**src/hdl/rltr_pkg.sv**
```systemverilog
`default_nettype none
package rltr_pkg;

    // Ring geometry
    localparam int BUFFER_DEPTH = 1024;
    localparam int ADDR_W       = $clog2(BUFFER_DEPTH);
    localparam int PTR_W        = ADDR_W + 1;

    // Queue between front and back
    localparam int QUEUE_DEPTH = 2;
    localparam int QUEUE_AW    = $clog2(QUEUE_DEPTH);

    // Register file
    localparam int RATE_W  = 16;
    localparam int BURST_W = 11;
    localparam int CFG_W   = 16;
    localparam int CFG_IDX_W = 2;
    localparam logic [CFG_IDX_W-1:0] REG_RATE  = 2'd0;
    localparam logic [CFG_IDX_W-1:0] REG_BURST = 2'd1;
    localparam logic [RATE_W-1:0]    RATE_RESET  = 16'd2048;
    localparam logic [BURST_W-1:0]   BURST_RESET = 11'd256;

    // Field widths
    localparam int TOKEN_W = 11;
    localparam int FILL_W  = 11;
    localparam int ADD_W   = 13;

    // Divide by one million: q = (x * RECIP_M) >> RECIP_SHIFT, low by at most one
    localparam logic [31:0] US_PER_SECOND = 32'd1000000;
    localparam logic [24:0] RECIP_M       = 25'd17592186;
    localparam int          RECIP_SHIFT   = 44;

    // Command codes
    localparam logic [1:0] CMD_START = 2'd0;
    localparam logic [1:0] CMD_BYTE  = 2'd1;
    localparam logic [1:0] CMD_DRAIN = 2'd2;

    // Status codes
    localparam logic [2:0] STATUS_OK        = 3'd0;
    localparam logic [2:0] STATUS_NO_TOKENS = 3'd1;
    localparam logic [2:0] STATUS_FULL      = 3'd2;
    localparam logic [2:0] STATUS_CUT       = 3'd3;
    localparam logic [2:0] STATUS_EMPTY     = 3'd4;

    typedef struct packed {
        logic [1:0]  command;
        logic [31:0] now_us;
        logic [7:0]  data_byte;
    } rltr_in_t;

    typedef struct packed {
        logic [2:0]         status;
        logic [7:0]         tx_byte;
        logic               tx_valid;
        logic [TOKEN_W-1:0] tokens_left;
        logic [FILL_W-1:0]  fill_level;
    } rltr_out_t;

    typedef enum logic [1:0] {
        OP_REFILL,
        OP_BYTE,
        OP_DRAIN,
        OP_NONE
    } rltr_op_t;

    typedef struct packed {
        rltr_op_t    op;
        logic [31:0] now_us;
        logic [7:0]  data_byte;
    } rltr_entry_t;

    typedef enum logic [2:0] {
        BK_IDLE,
        BK_MUL_RATE,
        BK_MUL_RECIP,
        BK_MUL_BACK,
        BK_REFILL,
        BK_READ
    } rltr_state_t;

endpackage
`default_nettype wire

```
**src/hdl/rltr_front.sv**
```systemverilog
`default_nettype none
module rltr_front (
    input  wire logic                 aclk,
    input  wire logic                 aresetn,
    input  wire logic                 s_valid,
    output logic                      s_ready,
    input  wire rltr_pkg::rltr_in_t   s_data,
    output logic                      q_valid,
    input  wire logic                 q_pop,
    output rltr_pkg::rltr_entry_t     q_item
);
    import rltr_pkg::*;

    rltr_entry_t               entry;
    rltr_entry_t               q_mem [QUEUE_DEPTH];
    logic [QUEUE_AW-1:0]       wr_ptr_reg, wr_ptr_next;
    logic [QUEUE_AW-1:0]       rd_ptr_reg, rd_ptr_next;
    logic [QUEUE_AW:0]         count_reg, count_next;
    logic                      push;

    // Classify the incoming beat
    always_comb begin
        entry.now_us    = s_data.now_us;
        entry.data_byte = s_data.data_byte;
        case (s_data.command)
            CMD_START: entry.op = OP_REFILL;
            CMD_BYTE:  entry.op = OP_BYTE;
            CMD_DRAIN: entry.op = OP_DRAIN;
            default:   entry.op = OP_NONE;
        endcase
    end

    assign s_ready = (count_reg != (QUEUE_AW+1)'(QUEUE_DEPTH));
    assign push    = s_valid && s_ready;
    assign q_valid = (count_reg != '0);
    assign q_item  = q_mem[rd_ptr_reg];

    // Advance queue pointers
    always_comb begin
        wr_ptr_next = wr_ptr_reg;
        rd_ptr_next = rd_ptr_reg;
        count_next  = count_reg;
        if (push) begin
            wr_ptr_next = (wr_ptr_reg == QUEUE_AW'(QUEUE_DEPTH - 1)) ? '0 : wr_ptr_reg + 1'b1;
        end
        if (q_pop) begin
            rd_ptr_next = (rd_ptr_reg == QUEUE_AW'(QUEUE_DEPTH - 1)) ? '0 : rd_ptr_reg + 1'b1;
        end
        if (push && !q_pop) begin
            count_next = count_reg + 1'b1;
        end else if (!push && q_pop) begin
            count_next = count_reg - 1'b1;
        end
    end

    always_ff @(posedge aclk) begin
        if (!aresetn) begin
            wr_ptr_reg <= '0;
            rd_ptr_reg <= '0;
            count_reg  <= '0;
        end else begin
            wr_ptr_reg <= wr_ptr_next;
            rd_ptr_reg <= rd_ptr_next;
            count_reg  <= count_next;
        end
    end

    // Hold the classified beat
    always_ff @(posedge aclk) begin
        if (push) begin
            q_mem[wr_ptr_reg] <= entry;
        end
    end

endmodule
`default_nettype wire

```
**config.mk**
```make
export PLATFORM = sky130hd
export DESIGN_NAME = rltr_front
export DESIGN_NICKNAME = d
export VERILOG_FILES = /design/src/hdl/rltr_pkg.sv /design/src/hdl/rltr_front.sv
export SDC_FILE = /design/constraint.sdc
export NUM_CORES = 1
export LEC_CHECK = 0
export CORE_MARGIN = 1
export CORE_UTILIZATION = 30
export CTS_BUF_LIST = sky130_fd_sc_hd__clkbuf_4 sky130_fd_sc_hd__clkbuf_8
export DETAILED_ROUTE_END_ITERATION = 16
export DONT_BUFFER_PORTS = 1
export PLACE_DENSITY = 0.44
export SKIP_CTS_REPAIR_TIMING = 1
export SLEW_MARGIN = 20
export SYNTH_ARGS = -nofsm -noshare
export SYNTH_HDL_FRONTEND = slang
export SYNTH_SLANG_ARGS = --single-unit
export TNS_END_PERCENT = 50
```
**constraint.sdc**
```tcl
create_clock -name aclk -period 2.4 [get_ports aclk]
set_input_delay 0.48 -clock aclk [delete_from_list [all_inputs] [get_ports aclk]]
set_output_delay 0.48 -clock aclk [all_outputs]
set_load 0.005 [all_outputs]
```
==> summary.md, run 1 <==
| Metric | Value |
|---|---|
| GP Congestion | `0.686` |
| Max-Cap Viols | `0` |
| TritonCTS clock tree | `built` |
| Synth cell types | `20` |
| H-tree levels | `3` |
| Layout cells sized above 1 | `38.5%` |
| First-pass GRT wire length | `between 8 and 9 mm` |
| I/O pins | `90` |
| Pin count of the biggest net entering global routing | `27` |
| Synth Area in XOR/XNOR | `0.803%` |
| Post-synthesis cell count | `around 160` |
| Final Slew Violations | `0` |
| Synthesized Nets | `204` |
| Total GRT Usage | `between 10 and 15%` |
| Mux contribution to synthesized area | `between 10% and 20%` |
| Commonest cells after routing, fill and taps aside | `edfxtp_1, mux2_2, clkbuf_8` |
| Post-Synth Simple-Gate Area | `between 1.5 and 2%` |
| Largest family of logic cells by synthesized area | `multiplexers` |
| Final net count | `around 210` |
| TritonCTS Sinks | `89` |
| Leak | `around 0.0012 uW` |
| Final WS setup | `389 ps` |
| Final setup violating endpoints | `0` |
| Post-route DRC violation count | `0` |
| Routed Antenna Nets | `0` |
| Clock transition at path regs | `80 ps` |
| Routed length per instance | `about 18 um` |
| N_diodes | `0` |
| Setup TNS | `0 ps` |
| Via count | `roughly 1400` |
| Vias per cell | `approximately 4.5` |
| Die span in x | `106 um` |
| Critical Path RT | `between 1500 and 2000 ps` |
| Antenna violations before repair | `0` |
| Cell Area, Placed | `roughly 3500 sq um` |
| Die area | `between 10000 and 15000 sq um` |
| Min cycle time layout | `between 2000 and 2500 ps` |
| Post-DP HPWL | `3.74 mm` |
| Grt total ovfl | `0` |
| Max Fclk | `a little under 0.5 GHz` |
| First drt pass iteration count | `4` |
| Pre-CTS WS | `727 ps` |
| Crit share post-route | `a little over four fifths` |
| Site row count | `37` |
| Largest register FFs | `84` |
| Top cell type's share of synthesized area | `between 70 and 80%` |
| Status | `finished clean` |
| Clock skew | `approximately 5 ps` |
| Total power | `3220 uW` |
| Seq/Total Area, Yosys | `approximately 80%` |
| Final hold vios | `0` |
| Flops & latches, synth | `between 80 and 90` |
| Compound-gate portion of the synthesized area | `0.918%` |
| CTS max path bufs | `2` |
| Max_slew headroom | `just over 70%` |
| Ys Warns | `0` |
| Routed wire length | `between 5 and 6 mm` |
| Vias in the first global route | `~1500` |
| Area leader, netlist | `edfxtp_1` |
| Root Driver | `clkbuf_8` |
| Layout area overhead | `12.1%` |
| Core area | `10500 sq um` |
| Syn Area/Cell | `20.8 sq um` |
| Die Ht | `106 um` |
| Worst Setup End Kind | `output port` |
| Cts bufs inserted | `9` |
| Worst-Skew Late Latency | `about 340 ps` |
| Post-Synth Adder-Cell Area | `less than 1%` |
| Design area | `approximately 3700 sq um` |
| Actual slew at the worst max-slew pin | `443 ps` |
| Most common cell after layout, fill and taps aside | `edfxtp_1` |
| Worst-path fanout max | `16` |
| RSZ-0062 raised after global routing | `no` |
| IO buf count | `0` |
| CP Class | `reg2out` |
| Worst path arrival time | `1530 ps` |
| First DRT Iteration DRCs | `42` |
| Maximum vdd drop | `between 0.0002 and 0.0003 V` |
| Hold WC Path Type | `in2reg` |
| Syn Std Cell Area | `around 3300 sq um` |
| Starting density of the core | `a little under a third` |
| Synth top area cells | `edfxtp_1, mux2_2, dfxtp_1, and2_1, buf_2` |
| CP Launch Type | `flop` |
| Pwr Density | `approximately 900 nW/um^2` |
==> cell type report <==
cell class | instances | area, sq um
Clock inverter | 5 | 47.5
Clock buffer | 10 | 131
Timing Repair Buffer | 4 | 80.1
Sequential cell | 89 | 2620
Multi-Input combinational cell | 59 | 608
Inverter | 2 | 7.51
Tap cell | 136 | 170
Fill cell | 990 | 6790
==> through the flow <==
step | util [%] | hold WS, ps | std cells
final | 35.1 | 225 | 305
after global routing | 35.1 | 194 | 305
after CTS | 35.1 | 204 | 305
after detailed placement | 33.4 | 541 | 290
after global placement | 33.4 | 510 | 290
after floorplan | - | 500 | 157
==> logic make-up (layout without fill, tap and decap cells) <==
logic type / Yosys count / after routing
fa+ha+maj: 1 / 1
compound gates: 4 / 4
flops: 89 / 89
mux: 42 / 42
xor+xnor: 3 / 3
simple gates: 9 / 9
buf+inv: 9 / 21
==> cells in the mapped netlist <==
cell type	number
edfxtp_1	84
ha_1	1
nand2b_4	1
a21boi_1	1
o21ai_0	1
clkbuf_1	2
buf_2	4
a21boi_0	1
or3_1	1
mux2_2	42
and3_1	1
xnor2_1	1
or2_2	1
dfxtp_1	5
inv_1	2
and2_1	4
buf_4	1
xor2_1	2
a21bo_2	1
nand3b_1	1
==> power by group <==
part / internal, uW / total, uW / switching, uW
logic: 165 / 355 / 190
registers: 1880 / 1930 / 53.1
clock network: 476 / 930 / 454
total: 2520 / 3220 / 697
==> per-layer routing <==
layer	wire, um	GRT usage, %
met3	650	5.95
met4	157	7.93
met1	1920	9.76
met2	2780	16.4
met5	0	0
==> worst max-delay path, cell delays in order (launching register included) <==
cell and delay (ps):
dfxtp_2 610, buf_12 210, mux2_2 360
==> final timing paths <==
| check | start | slack (ps) | cells past startpoint | endpoint |
|---|---|---|---|---|
| max | flop | 390 | 2 | q_item[3] |
| min reg2reg | count_reg[1]$_SDFFE_PN0P_ | 550 | 2 | count_reg[1]$_SDFFE_PN0P_ |
| max reg2reg | count_reg[0]$_SDFFE_PN0P_ | 760 | 3 | q_mem[1][24]$_DFFE_PP_ |
| min | s_data[33] | 220 | 0 | q_mem[1][33]$_DFFE_PP_ |
Note: power is estimated with default switching activity, not from simulation.
==> inputs of run 2 (changes only) <==
--- a/config.mk
+++ b/config.mk
@@ -10,7 +10,7 @@
 export CTS_BUF_LIST = sky130_fd_sc_hd__clkbuf_4 sky130_fd_sc_hd__clkbuf_8
 export DETAILED_ROUTE_END_ITERATION = 16
 export DONT_BUFFER_PORTS = 1
-export PLACE_DENSITY = 0.44
+export PLACE_DENSITY = 0.45
 export SKIP_CTS_REPAIR_TIMING = 1
 export SLEW_MARGIN = 20
 export SYNTH_ARGS = -nofsm -noshare
==> constraint.sdc (replaced) <==
create_clock -name aclk -period 1.8 [get_ports aclk]
set_input_delay 0.36 -clock aclk [delete_from_list [all_inputs] [get_ports aclk]]
set_output_delay 0.36 -clock aclk [all_outputs]
set_load 0.005 [all_outputs]
==> summary.md, run 2 (synthesis results as in run 1) <==
| Metric | Value |
|---|---|
| Cts bufs inserted | `9 (unchanged)` |
| Root Driver | `clkbuf_8` |
| Slowest-stage cell, CP | `mux2_2` |
| CP Class | `reg2out` |
| CTS max path bufs | `2 (unchanged)` |
| Core area | `10500 sq um (unchanged)` |
| Layout area overhead | `11.8%` |
| Worst path arrival time | `1340 ps (-190 ps)` |
| Layout Utilization | `35.0% (-0.096 points)` |
| Final non-filler cell total | `308 (+0.98%)` |
| Commonest cells after routing, fill and taps aside | `edfxtp_1, mux2_2, clkbuf_8` |
| N_diodes | `0 (unchanged)` |
| Total GRT Usage | `10.1% (-0.20 points)` |
| Max_slew headroom | `76.5% (+6.1 points)` |
| Min cycle time layout | `about 1700 ps` |
| First-pass GRT wire length | `8.33 mm (+1.9%)` |
| Crit share post-route | `94.2%` |
| Post-DP HPWL | `3.76 mm (+0.59%)` |
| Grt total ovfl | `0 (unchanged)` |
| Status | `finished clean` |
| Routed wire length | `5.44 mm (-1.3%)` |
| I/O pins | `90 (unchanged)` |
| Layout cells sized above 1 | `40.7% (+2.2 points)` |
| Die span in x | `106 um (unchanged)` |
| Maximum vdd drop | `0.000435 V (+52%)` |
| Area of the multi-input gates | `608 sq um (unchanged)` |
| Crit-path leading delay family | `multiplexers` |
| Routed length per instance | `17.7 um (-2.3%)` |
| Pin count of the biggest net entering global routing | `26 (-3.7%)` |
| CP max stage delay | `400 ps (-210 ps)` |
| Critical-path cell list | `buf_6 > mux2_2` |
| Die area | `11300 sq um (unchanged)` |
| Vias per cell | `4.38 (-2.3%)` |
| Final net count | `214 (+0.94%)` |
| Most common cell after layout, fill and taps aside | `edfxtp_1` |
| H-tree levels | `3 (unchanged)` |
| Register area | `2620 sq um (unchanged)` |
| Max-Cap Viols | `0 (unchanged)` |
| Final setup violating endpoints | `0 (unchanged)` |
| CP Launch Type | `flop` |
| Worst r2r path cells | `5 (+2)` |
| TritonCTS clock tree | `built` |
| Final Slew Violations | `0 (unchanged)` |
| Worst Setup End Kind | `output port` |
| Clock transition at path regs | `90 ps (about the same)` |
| CP bufs+invs | `1 (unchanged)` |
| Clock skew | `17.9 ps (+12.8 ps)` |
| TritonCTS Sinks | `89 (unchanged)` |
| Starting density of the core | `31.3% (unchanged)` |
| Antenna violations before repair | `0 (unchanged)` |
| GP Congestion | `0.684 (-0.32%)` |
| Actual slew at the worst max-slew pin | `352 ps (-91.0 ps)` |
| Site row count | `37 (unchanged)` |
| Vias in the first global route | `1517 (+2.6%)` |
| Die Ht | `106 um (unchanged)` |
| Critical Path Stages | `2 (unchanged)` |
| Total power | `4360 uW (+36%)` |
| Worst-path fanout max | `25 (+9)` |
| First DRT Iteration DRCs | `54 (+29%)` |
| Hold WC Path Type | `in2reg` |
| Max Fclk | `between 0.5 and 0.6 GHz` |
| Via count | `1348 (-1.3%)` |
| RSZ-0062 raised after global routing | `no` |
| Filler cells | `1009 (+1.9%)` |
| First drt pass iteration count | `4 (unchanged)` |
| Critical Path RT | `1440 ps (-480 ps)` |
| Worst hold slack | `96.5 ps (-128 ps)` |
| IO buf count | `0 (unchanged)` |
| Final hold vios | `0 (unchanged)` |
| Pwr Density | `1190 nW/um^2 (+36%)` |
| Leak | `0.00118 uW (about the same)` |
| Placed insts | `292 (+0.69%)` |
| Post-route DRC violation count | `0 (unchanged)` |
| Hold depth | `0 (unchanged)` |
| Worst-Skew Late Latency | `350 ps (about the same)` |
| Routed Antenna Nets | `0 (unchanged)` |
| Largest register FFs | `84 (unchanged)` |
==> run 2: cell types whose count changed in the layout (fill, tap and decap cells not counted) <==
cell | before | now
buf_12 | 4 | 0
buf_4 | 0 | 5
clkbuf_4 | 1 | 0
clkinv_2 | 2 | 1
buf_6 | 0 | 1
inv_6 | 0 | 3
clkinv_1 | 2 | 0
clkinvlp_4 | 0 | 2
==> run 2: layout make-up <==
cell class	instances	area share, %
clock inverters	7	2.09
clock buffers	9	3.39
repair buffers	6	1.33
inverters	2	0.205
flip-flops and latches	89	71.7
well taps	136	4.65
multi-input cells	59	16.6
==> run 2: per-layer routing <==
metal / track usage, % / wire length (um) / up-vias / share of wire [%]
met3: 5.46 / 543 / 10 / 10
met2: 17.6 / 2900 / 48 / 53
li1: - / - / 622 / -
met1: 9.88 / 1910 / 668 / 35
met4: 4.40 / 90 / 0 / 1.7
met5: 0 / 0 / - / 0
==> run 2: worst reg2reg max path, cell delays in order (launching register included) <==
cell      delay [ps]
dfxtp_1          370
nand2b_4         180
and2_1           160
ha_1             310
or3_1            360
a21boi_1         150
==> run 2: path summary, 6_finish.rpt <==
kind / to / startpoint / slack, ps
max: q_item[24] / flop / 100
min: q_mem[1][39]$_DFFE_PP_ / s_data[39] / 100
max reg2reg: count_reg[1]$_SDFFE_PN0P_ / count_reg[0]$_SDFFE_PN0P_ / 220
min reg2reg: count_reg[1]$_SDFFE_PN0P_ / count_reg[1]$_SDFFE_PN0P_ / 570
==> run 2: power breakdown <==
part           internal (uW)  switching [uW]  total (uW)  leakage (uW)
combinational            203             258         461      0.000260
sequential              2500            57.4        2560      0.000826
clock                    653             690        1340     0.0000966
==> run 2: per-stage QoR <==
| stage | TNS [ps] | setup slack (ps) | area, sq um |
|---|---|---|---|
| floorplan | -1900 | -45.2 | 3270 |
| global placement | 0 | 313 | 3450 |
| detailed placement | 0 | 233 | 3450 |
| CTS | -530 | -38.9 | 3650 |
| global route | 0 | 0.969 | 3660 |
| finish | 0 | 104 | 3660 |
